[src/hdl/utf8cf_pkg.sv]
package utf8cf_pkg;

  localparam int unsigned ByteW  = 8;
  localparam int unsigned CountW = 16;
  localparam int unsigned CpW    = 21;
  localparam int unsigned MaxSeq = 4;
  localparam int unsigned IdxW   = $clog2(MaxSeq);

  localparam logic [CpW-1:0] PrivLo   = 21'h00EE00;
  localparam logic [CpW-1:0] PrivHi   = 21'h00EE0F;
  localparam logic [CpW-1:0] CtrlLim  = 21'h000020;
  localparam logic [CpW-1:0] CpDel    = 21'h00007F;
  localparam logic [CpW-1:0] CpTab    = 21'h000009;
  localparam logic [CpW-1:0] CpLf     = 21'h00000A;
  localparam logic [CpW-1:0] CpCr     = 21'h00000D;
  localparam logic [CpW-1:0] Max1Byte = 21'h00007F;
  localparam logic [CpW-1:0] Max2Byte = 21'h0007FF;
  localparam logic [CpW-1:0] Max3Byte = 21'h00FFFF;
  localparam logic [ByteW-1:0] Space  = 8'h20;
  localparam logic [CountW-1:0] CountSat = 16'hFFFF;

  typedef struct packed {
    logic [ByteW-1:0] data_byte;
    logic             last;
  } in_beat_t;

  typedef struct packed {
    logic [ByteW-1:0] out_byte;
    logic             has_byte;
    logic             end_of_run;
    logic             end_of_string;
  } out_beat_t;

  typedef struct packed {
    logic [MaxSeq-1:0][ByteW-1:0] bytes;
    logic [IdxW-1:0]              last_idx;
    logic                         has_byte;
    logic                         eos;
  } group_t;

endpackage

[src/hdl/utf8_control_char_filter.sv]
// Sanitizes a UTF-8 string one byte per beat: it decodes 1 to 4 byte sequences, drops
// U+EE00..U+EE0F and control characters (tab, LF and CR turn into a space), re-encodes
// the rest in shortest form, and stops output once the configured character limit is
// reached or on malformed input until the last byte of the string. Each input beat is
// registered, decoded combinationally and its re-encoded bytes are loaded into a group register,
// which sends them one output beat per cycle while out_ready_i is high; an input beat waits in
// the input register until the group register is free. A last input beat that yields no byte
// produces one end marker beat with has_byte low. Write the character limit only while the
// block is idle.
module utf8_control_char_filter (
  input  logic                          clk_i,
  input  logic                          rst_ni,
  input  logic                          cfg_valid_i,
  output logic                          cfg_ready_o,
  input  logic [utf8cf_pkg::CountW-1:0] cfg_data_i,
  input  logic                          in_valid_i,
  output logic                          in_ready_o,
  input  utf8cf_pkg::in_beat_t          in_beat_i,
  output logic                          out_valid_o,
  input  logic                          out_ready_i,
  output utf8cf_pkg::out_beat_t         out_beat_o
);
  import utf8cf_pkg::*;

  logic [CountW-1:0] char_limit_q;
  in_beat_t          inq_q;
  logic              inq_valid_q;
  logic              grp_free;
  logic              take;
  logic              produce;
  group_t            group;

  assign cfg_ready_o = 1'b1;
  assign take        = inq_valid_q && grp_free;
  assign in_ready_o  = !inq_valid_q || take;

  always_ff @(posedge clk_i or negedge rst_ni) begin
    if (!rst_ni) begin
      char_limit_q <= '0;
      inq_valid_q  <= 1'b0;
    end else begin
      if (cfg_valid_i) begin
        char_limit_q <= cfg_data_i;
      end
      if (in_ready_o) begin
        inq_valid_q <= in_valid_i;
      end
    end
  end

  always_ff @(posedge clk_i) begin
    if (in_valid_i && in_ready_o) begin
      inq_q <= in_beat_i;
    end
  end

  utf8cf_decoder u_decoder (
    .clk_i        (clk_i),
    .rst_ni       (rst_ni),
    .take_i       (take),
    .beat_i       (inq_q),
    .char_limit_i (char_limit_q),
    .produce_o    (produce),
    .group_o      (group)
  );

  utf8cf_serializer u_serializer (
    .clk_i       (clk_i),
    .rst_ni      (rst_ni),
    .load_i      (take && produce),
    .group_i     (group),
    .free_o      (grp_free),
    .out_valid_o (out_valid_o),
    .out_ready_i (out_ready_i),
    .out_beat_o  (out_beat_o)
  );

endmodule

[src/hdl/utf8cf_decoder.sv]
module utf8cf_decoder (
  input  logic                       clk_i,
  input  logic                       rst_ni,
  input  logic                       take_i,
  input  utf8cf_pkg::in_beat_t       beat_i,
  input  logic [utf8cf_pkg::CountW-1:0] char_limit_i,
  output logic                       produce_o,
  output utf8cf_pkg::group_t         group_o
);
  import utf8cf_pkg::*;

  logic [CpW-1:0]    pcp_q, pcp_d;
  logic [1:0]        pend_q, pend_d;
  logic [CountW-1:0] cnt_q, cnt_d;
  logic              halt_q, halt_d;

  logic              complete;
  logic [CpW-1:0]    cp;
  logic [ByteW-1:0]  b;
  logic              limit_on;
  logic              kept;
  logic [2:0]        n;
  logic [CountW-1:0] cnt_inc;
  logic [CpW-1:0]    cont_cp;

  assign b        = beat_i.data_byte;
  assign limit_on = (char_limit_i != '0);
  assign cont_cp  = {pcp_q[CpW-7:0], b[5:0]};

  always_comb begin
    pcp_d    = pcp_q;
    pend_d   = pend_q;
    cnt_d    = cnt_q;
    halt_d   = halt_q;
    complete = 1'b0;
    cp       = '0;
    kept     = 1'b0;
    n        = 3'd0;
    cnt_inc  = cnt_q;
    group_o  = '0;

    if (!halt_q) begin
      if (pend_q == 2'd0) begin
        if (limit_on && cnt_q >= char_limit_i) begin
          halt_d = 1'b1;
          pend_d = 2'd0;
          pcp_d  = '0;
        end else if (b[7] == 1'b0) begin
          cp       = {{(CpW-ByteW){1'b0}}, b};
          complete = 1'b1;
        end else if (b[7:5] == 3'b110) begin
          pcp_d  = {{(CpW-5){1'b0}}, b[4:0]};
          pend_d = 2'd1;
        end else if (b[7:4] == 4'b1110) begin
          pcp_d  = {{(CpW-4){1'b0}}, b[3:0]};
          pend_d = 2'd2;
        end else if (b[7:3] == 5'b11110) begin
          pcp_d  = {{(CpW-3){1'b0}}, b[2:0]};
          pend_d = 2'd3;
        end else begin
          halt_d = 1'b1;
          pend_d = 2'd0;
          pcp_d  = '0;
        end
      end else if (b[7:6] != 2'b10) begin
        halt_d = 1'b1;
        pend_d = 2'd0;
        pcp_d  = '0;
      end else begin
        pend_d = pend_q - 2'd1;
        if (pend_q == 2'd1) begin
          cp       = cont_cp;
          pcp_d    = '0;
          complete = 1'b1;
        end else begin
          pcp_d = cont_cp;
        end
      end
    end

    if (complete && !(cp >= PrivLo && cp <= PrivHi)) begin
      if (cp < CtrlLim || cp == CpDel) begin
        if (cp == CpTab || cp == CpLf || cp == CpCr) begin
          kept              = 1'b1;
          n                 = 3'd1;
          group_o.bytes[0]  = Space;
        end
      end else begin
        kept = 1'b1;
        if (cp <= Max1Byte) begin
          n                = 3'd1;
          group_o.bytes[0] = cp[7:0];
        end else if (cp <= Max2Byte) begin
          n                = 3'd2;
          group_o.bytes[0] = {3'b110, cp[10:6]};
          group_o.bytes[1] = {2'b10, cp[5:0]};
        end else if (cp <= Max3Byte) begin
          n                = 3'd3;
          group_o.bytes[0] = {4'b1110, cp[15:12]};
          group_o.bytes[1] = {2'b10, cp[11:6]};
          group_o.bytes[2] = {2'b10, cp[5:0]};
        end else begin
          n                = 3'd4;
          group_o.bytes[0] = {5'b11110, cp[20:18]};
          group_o.bytes[1] = {2'b10, cp[17:12]};
          group_o.bytes[2] = {2'b10, cp[11:6]};
          group_o.bytes[3] = {2'b10, cp[5:0]};
        end
      end
    end

    if (kept) begin
      if (cnt_q != CountSat) begin
        cnt_inc = cnt_q + 1'b1;
      end
      cnt_d = cnt_inc;
      if (limit_on && cnt_inc >= char_limit_i) begin
        halt_d = 1'b1;
        pend_d = 2'd0;
        pcp_d  = '0;
      end
    end

    group_o.has_byte = (n != 3'd0);
    group_o.last_idx = (n != 3'd0) ? IdxW'(n - 3'd1) : '0;
    group_o.eos      = beat_i.last;

    if (beat_i.last) begin
      pcp_d  = '0;
      pend_d = 2'd0;
      cnt_d  = '0;
      halt_d = 1'b0;
    end
  end

  assign produce_o = (n != 3'd0) || beat_i.last;

  always_ff @(posedge clk_i or negedge rst_ni) begin
    if (!rst_ni) begin
      pcp_q  <= '0;
      pend_q <= '0;
      cnt_q  <= '0;
      halt_q <= 1'b0;
    end else if (take_i) begin
      pcp_q  <= pcp_d;
      pend_q <= pend_d;
      cnt_q  <= cnt_d;
      halt_q <= halt_d;
    end
  end

endmodule

[src/hdl/utf8cf_serializer.sv]
module utf8cf_serializer (
  input  logic                  clk_i,
  input  logic                  rst_ni,
  input  logic                  load_i,
  input  utf8cf_pkg::group_t    group_i,
  output logic                  free_o,
  output logic                  out_valid_o,
  input  logic                  out_ready_i,
  output utf8cf_pkg::out_beat_t out_beat_o
);
  import utf8cf_pkg::*;

  group_t          grp_q;
  logic            grp_valid_q, grp_valid_d;
  logic [IdxW-1:0] idx_q, idx_d;
  logic            final_beat;
  logic            pop;

  assign final_beat  = (idx_q == grp_q.last_idx);
  assign pop         = grp_valid_q && out_ready_i;
  assign free_o      = !grp_valid_q || (pop && final_beat);
  assign out_valid_o = grp_valid_q;

  always_comb begin
    out_beat_o.out_byte      = grp_q.has_byte ? grp_q.bytes[idx_q] : '0;
    out_beat_o.has_byte      = grp_q.has_byte;
    out_beat_o.end_of_run    = final_beat;
    out_beat_o.end_of_string = final_beat && grp_q.eos;
  end

  always_comb begin
    grp_valid_d = grp_valid_q;
    idx_d       = idx_q;
    if (pop) begin
      if (final_beat) begin
        grp_valid_d = 1'b0;
        idx_d       = '0;
      end else begin
        idx_d = idx_q + 1'b1;
      end
    end
    if (load_i) begin
      grp_valid_d = 1'b1;
      idx_d       = '0;
    end
  end

  always_ff @(posedge clk_i or negedge rst_ni) begin
    if (!rst_ni) begin
      grp_valid_q <= 1'b0;
      idx_q       <= '0;
    end else begin
      grp_valid_q <= grp_valid_d;
      idx_q       <= idx_d;
    end
  end

  always_ff @(posedge clk_i) begin
    if (load_i) begin
      grp_q <= group_i;
    end
  end

endmodule

[config.mk]
export PLATFORM = sky130hd
export DESIGN_NAME = utf8_control_char_filter
export DESIGN_NICKNAME = d
export VERILOG_FILES = /design/src/hdl/utf8cf_pkg.sv /design/src/hdl/utf8_control_char_filter.sv /design/src/hdl/utf8cf_decoder.sv /design/src/hdl/utf8cf_serializer.sv
export SDC_FILE = /design/constraint.sdc
export NUM_CORES = 1
export LEC_CHECK = 0
export ABC_AREA = 0
export BUFFER_PORTS_ARGS = -buffer_cell sky130_fd_sc_hd__buf_2
export CAP_MARGIN = 30
export CELL_PAD_IN_SITES_DETAIL_PLACEMENT = 1
export CELL_PAD_IN_SITES_GLOBAL_PLACEMENT = 1
export CORE_ASPECT_RATIO = 1.5
export CORE_MARGIN = 1.5
export CORE_UTILIZATION = 40
export DETAILED_ROUTE_END_ITERATION = 8
export GPL_TIMING_DRIVEN = 0
export PLACE_DENSITY = 0.79
export SYNTH_ARGS = -nofsm -noshare
export SYNTH_HDL_FRONTEND = slang
export SYNTH_HIERARCHICAL = 1
export SYNTH_SLANG_ARGS = --single-unit
[constraint.sdc]
create_clock -name clk_i -period 4.5 [get_ports clk_i]
set_clock_uncertainty 0.15 [all_clocks]
set_input_delay 0.225 -clock clk_i [delete_from_list [all_inputs] [get_ports clk_i]]
set_output_delay 0.225 -clock clk_i [all_outputs]
set_load 0.005 [all_outputs]
==> impl_metrics.csv <==
group,metric,value,unit
placed_design,placed_area,6980,µm²
synth,synth.ff_latch_count,99,
sta,final-setup-viol-count,0,
synth,yosysTopAreaCell,"dfrtp_1",
synth,synth_commonest_cells,"nand2_1, dfrtp_1, edfxtp_1, ha_1, inv_1",
critical_path,cp_data_arrival_time,4.29,ns
pwr,sw_frac_of_total,0.453,
floorplanning,die_width,107,µm
finish,final_nets,800,
critical_path,r2r_end,"u_decoder/pcp_q[3]",
critical_path,end_kind,"register",
route,drt_iter0_drc,212,
finish,fin_area,7620,µm²
route,drcViolationCount,0,
synth,synth_mux_area_frac,0.0685,
finish,syn2layout_area_growth,17.5,%
sta,finalHoldViolations,0,
sta,fmax,0.239,GHz
synth,async_flop_share,0.545,
sta,relSlewSlack,0.313,
synth,synth-simple-area-share,0.195,
critical_path,worstReg2RegStart,"u_decoder/cnt_q[2]",
sta,worstMarginPinSlew,1.03,ns
route,vias_per_cell,6.02,
route,drt_pass1_iterations,4,
sta,finalCriticalPeriod,4.18,ns
grt,grt_usage,0.240,
clock_network,htree_levels,3,
worst_hold_path,hold_path_class,"primary input to register",
synth,synth_edf_count,45,
critical_path,start_kind,"register",
synth,synth-main-ff-cell,"dfrtp_1",
clock_network,cts_tree,"built",
critical_path,cp_max_fo,8,
synth,ys_seq_area_frac,0.417,
job,cap_violations,0,
worst_hold_path,min_path_cells,2,
clock_network,cts_buffer_depth,2,
sta,rsz0062_at_grt,"false",
clock_network,clock-sinks,99,
finish,multi_input_area,3430,µm²
finish,register_area,2700,µm²
critical_path,crit_type,"register to register",
floorplanning,chipHeight,159,µm
sta,finalCritPeriodShare,0.929,
clock_network,clk_pin_slew_worst_paths,0.08,ns
synth,synth.area.top_cells,"dfrtp_1, edfxtp_1, ha_1",
synth,synthXorXnorAreaFrac,0.0175,
clock_network,cts_buffers,9,
clock_network,insertion_delay,0.37,ns
synth,synth.most_common_cell,"nand2_1",
pwr,pwr-share-clk,0.174,
sta,fin_hold_ws,0.00936,ns
grt,grt_max_degree,41,
route,vias,5676,
pwr,p_per_area,595,nW/µm²
critical_path,critPathRequiredTime,4.61,ns
grt,grt_first_pass_wirelength,32100,µm
pwr,p_leak,3.10,nW
route,wl_per_cell,21.0,µm
floorplanning,core_area,15800,µm²
synth,syn_area,6490,µm²
worst_hold_path,hp-start,"cfg_valid_i",
critical_path,rr_worst_depth,16,
worst_hold_path,holdPathEnd,"char_limit_q[11]",
floorplanning,dieArea,17000,µm²
critical_path,r2r_setup_slack,0.32,ns
pwr,vdd_drop_max,0.284,mV
finish,drive_gt1_frac,0.188,
synth,synth_top_family_by_area,"simple AND/OR/NAND/NOR gates",
synth,synth_cell_types,84,
placed_design,dp_hpwl,14500,µm
synth,synth_adder_area_share,0.0675,
grt,grt_antenna_before_repair,0,
synth,synth_top_area_share,0.208,
route,final_antenna_net_count,0,
run_status,outcome,"finished clean",
finish,utilization,0.484,
grt,grt_pass1_vias,6292,
synth,synth_compound_area_frac,0.172,
placed_design,gp_congestion,0.920,
floorplanning,std_cell_rows,56,
pwr,switching_power,0.00206,W
pwr,p_comb_frac,0.500,
finish,diodes,0,
floorplanning,start_util,0.412,
placed_design,io_buffers,41,
pwr,p_int,0.00248,W
sta,maxSlewViolCount,0,
floorplanning,io_pins,44,
finish,fillers,1794,
synth,ys_warn_count,6,
clock_network,clockRootBuffer,"clkbuf_16",
route,routed_wl,19800,µm
synth,synth_cells,646,
grt,overflow,0,
synth,synth_area_per_cell,10.0,µm²
pwr,pwr-share-seq,0.326,
-- cells by family after synthesis --
kind of cell / count (synthesis)
buf+inv: 82
other cells: 2
simple gates: 233
xor+xnor: 13
mux: 28
flops: 99
fa+ha+maj: 35
compound gates: 154
-- layout by cell type (no fill, tap or decap), types with 6 or more instances in the layout --
cell / Yosys / final
a21oi_1: 32 / 32
a221oi_1: 8 / 8
a22oi_1: 10 / 10
a31oi_1: 6 / 6
and2_1: 14 / 14
buf_2: 6 / 47
buf_4: 7 / 13
clkbuf_1: 20 / 19
clkbuf_16: 0 / 9
dfrtp_1: 54 / 54
dlygate4sd3_1: 0 / 28
edfxtp_1: 45 / 45
ha_1: 35 / 35
inv_1: 34 / 34
mux2_2: 8 / 8
mux2_4: 10 / 10
mux4_2: 7 / 7
nand2_1: 60 / 60
nand3_1: 33 / 33
nand4_1: 15 / 15
nor2_1: 33 / 33
nor3_1: 22 / 22
nor3b_1: 13 / 13
nor4_1: 8 / 7
o21ai_0: 31 / 31
o2bb2ai_1: 6 / 6
o31ai_1: 7 / 6
xnor2_1: 7 / 7
xor2_1: 6 / 6
-- sequential cells by signal, indices dropped and copies added (netlist names), 2 cells and up --
signal and flops:
char_limit_q 16, inq_q 9, u_decoder/cnt_q 16, u_decoder/pcp_q 15, u_decoder/pend_q 2, u_serializer/grp_q 35
u_serializer/idx_q 2
-- power by group through the flow --
stage,Clock [W],Sequential [W],Combinational [W]
floorplan,0,0.00140,0.00161
global placement,0,0.00147,0.00209
detailed placement,0,0.00150,0.00219
CTS,0.000790,0.00148,0.00224
global route,0.000819,0.00151,0.00248
finish,0.000788,0.00148,0.00227
-- critical path, cell delays in order (launching register included) --
cell	delay, ns
dfrtp_1	0.36
clkbuf_1	0.32
nand3_1	0.19
nor4_4	0.33
buf_4	0.17
nand4_1	0.10
buf_4	0.21
nand3_1	0.18
nor3_1	0.13
xnor2_1	0.16
ha_1	0.34
a21o_1	0.19
a21oi_1	0.18
a21oi_1	0.13
o31ai_4	0.46
o21ai_1	0.18
o31ai_1	0.32
-- area by class of cell --
type | instances | share of cell area
multi-input cells | 467 | 0.449
flip-flops and latches | 99 | 0.354
repair buffers | 76 | 0.0722
plain buffers | 45 | 0.0340
well taps | 203 | 0.0333
clock buffers | 9 | 0.0295
inverters | 37 | 0.0185
clock inverters | 7 | 0.00853
-- what timing repair did --
item                                    in CTS  in global routing
pin swaps                                    0                  2
gates resized for setup                      2                  4
hold buffers                                28                  0
endpoints found under the setup margin      18                 15
buffers inserted                             0                  6
endpoints found under the hold margin       43                  0
-- metrics by stage --
stage / setup TNS (ns) / power, W / instances / setup slack (ns)
after floorplan: 0 / 0.00301 / 648 / 0.521
after global placement: -6.40 / 0.00356 / 892 / -0.357
after detailed placement: -3.25 / 0.00369 / 893 / -0.301
after CTS: 0 / 0.00451 / 937 / 0.0448
after global routing: 0 / 0.00481 / 943 / 0.0898
final: 0 / 0.00454 / 943 / 0.321
-- worst max-delay path by stage --
| stage | startpoint | end | depth (start not counted) |
|---|---|---|---|
| after global routing | u_decoder/cnt_q[2] | u_decoder/pcp_q[3] | 14 |
| final | u_decoder/cnt_q[2] | u_decoder/pcp_q[3] | 16 |
| after detailed placement | u_decoder/cnt_q[7] | u_decoder/pcp_q[13] | 14 |
| after global placement | u_decoder/cnt_q[0] | u_serializer/idx_q[0] | 14 |
| after CTS | u_decoder/cnt_q[6] | u_decoder/pcp_q[13] | 14 |
| after floorplan | u_decoder/pend_q[0] | u_serializer/idx_q[0] | 13 |
-- metal layers --
| layer | GRT usage | wire length, µm |
|---|---|---|
| met5 | 0 | 0 |
| met4 | 0.147 | 1080 |
| met3 | 0.0291 | 573 |
| met2 | 0.451 | 11000 |
| met1 | 0.246 | 7180 |
Power figures use the tool's default switching activity.
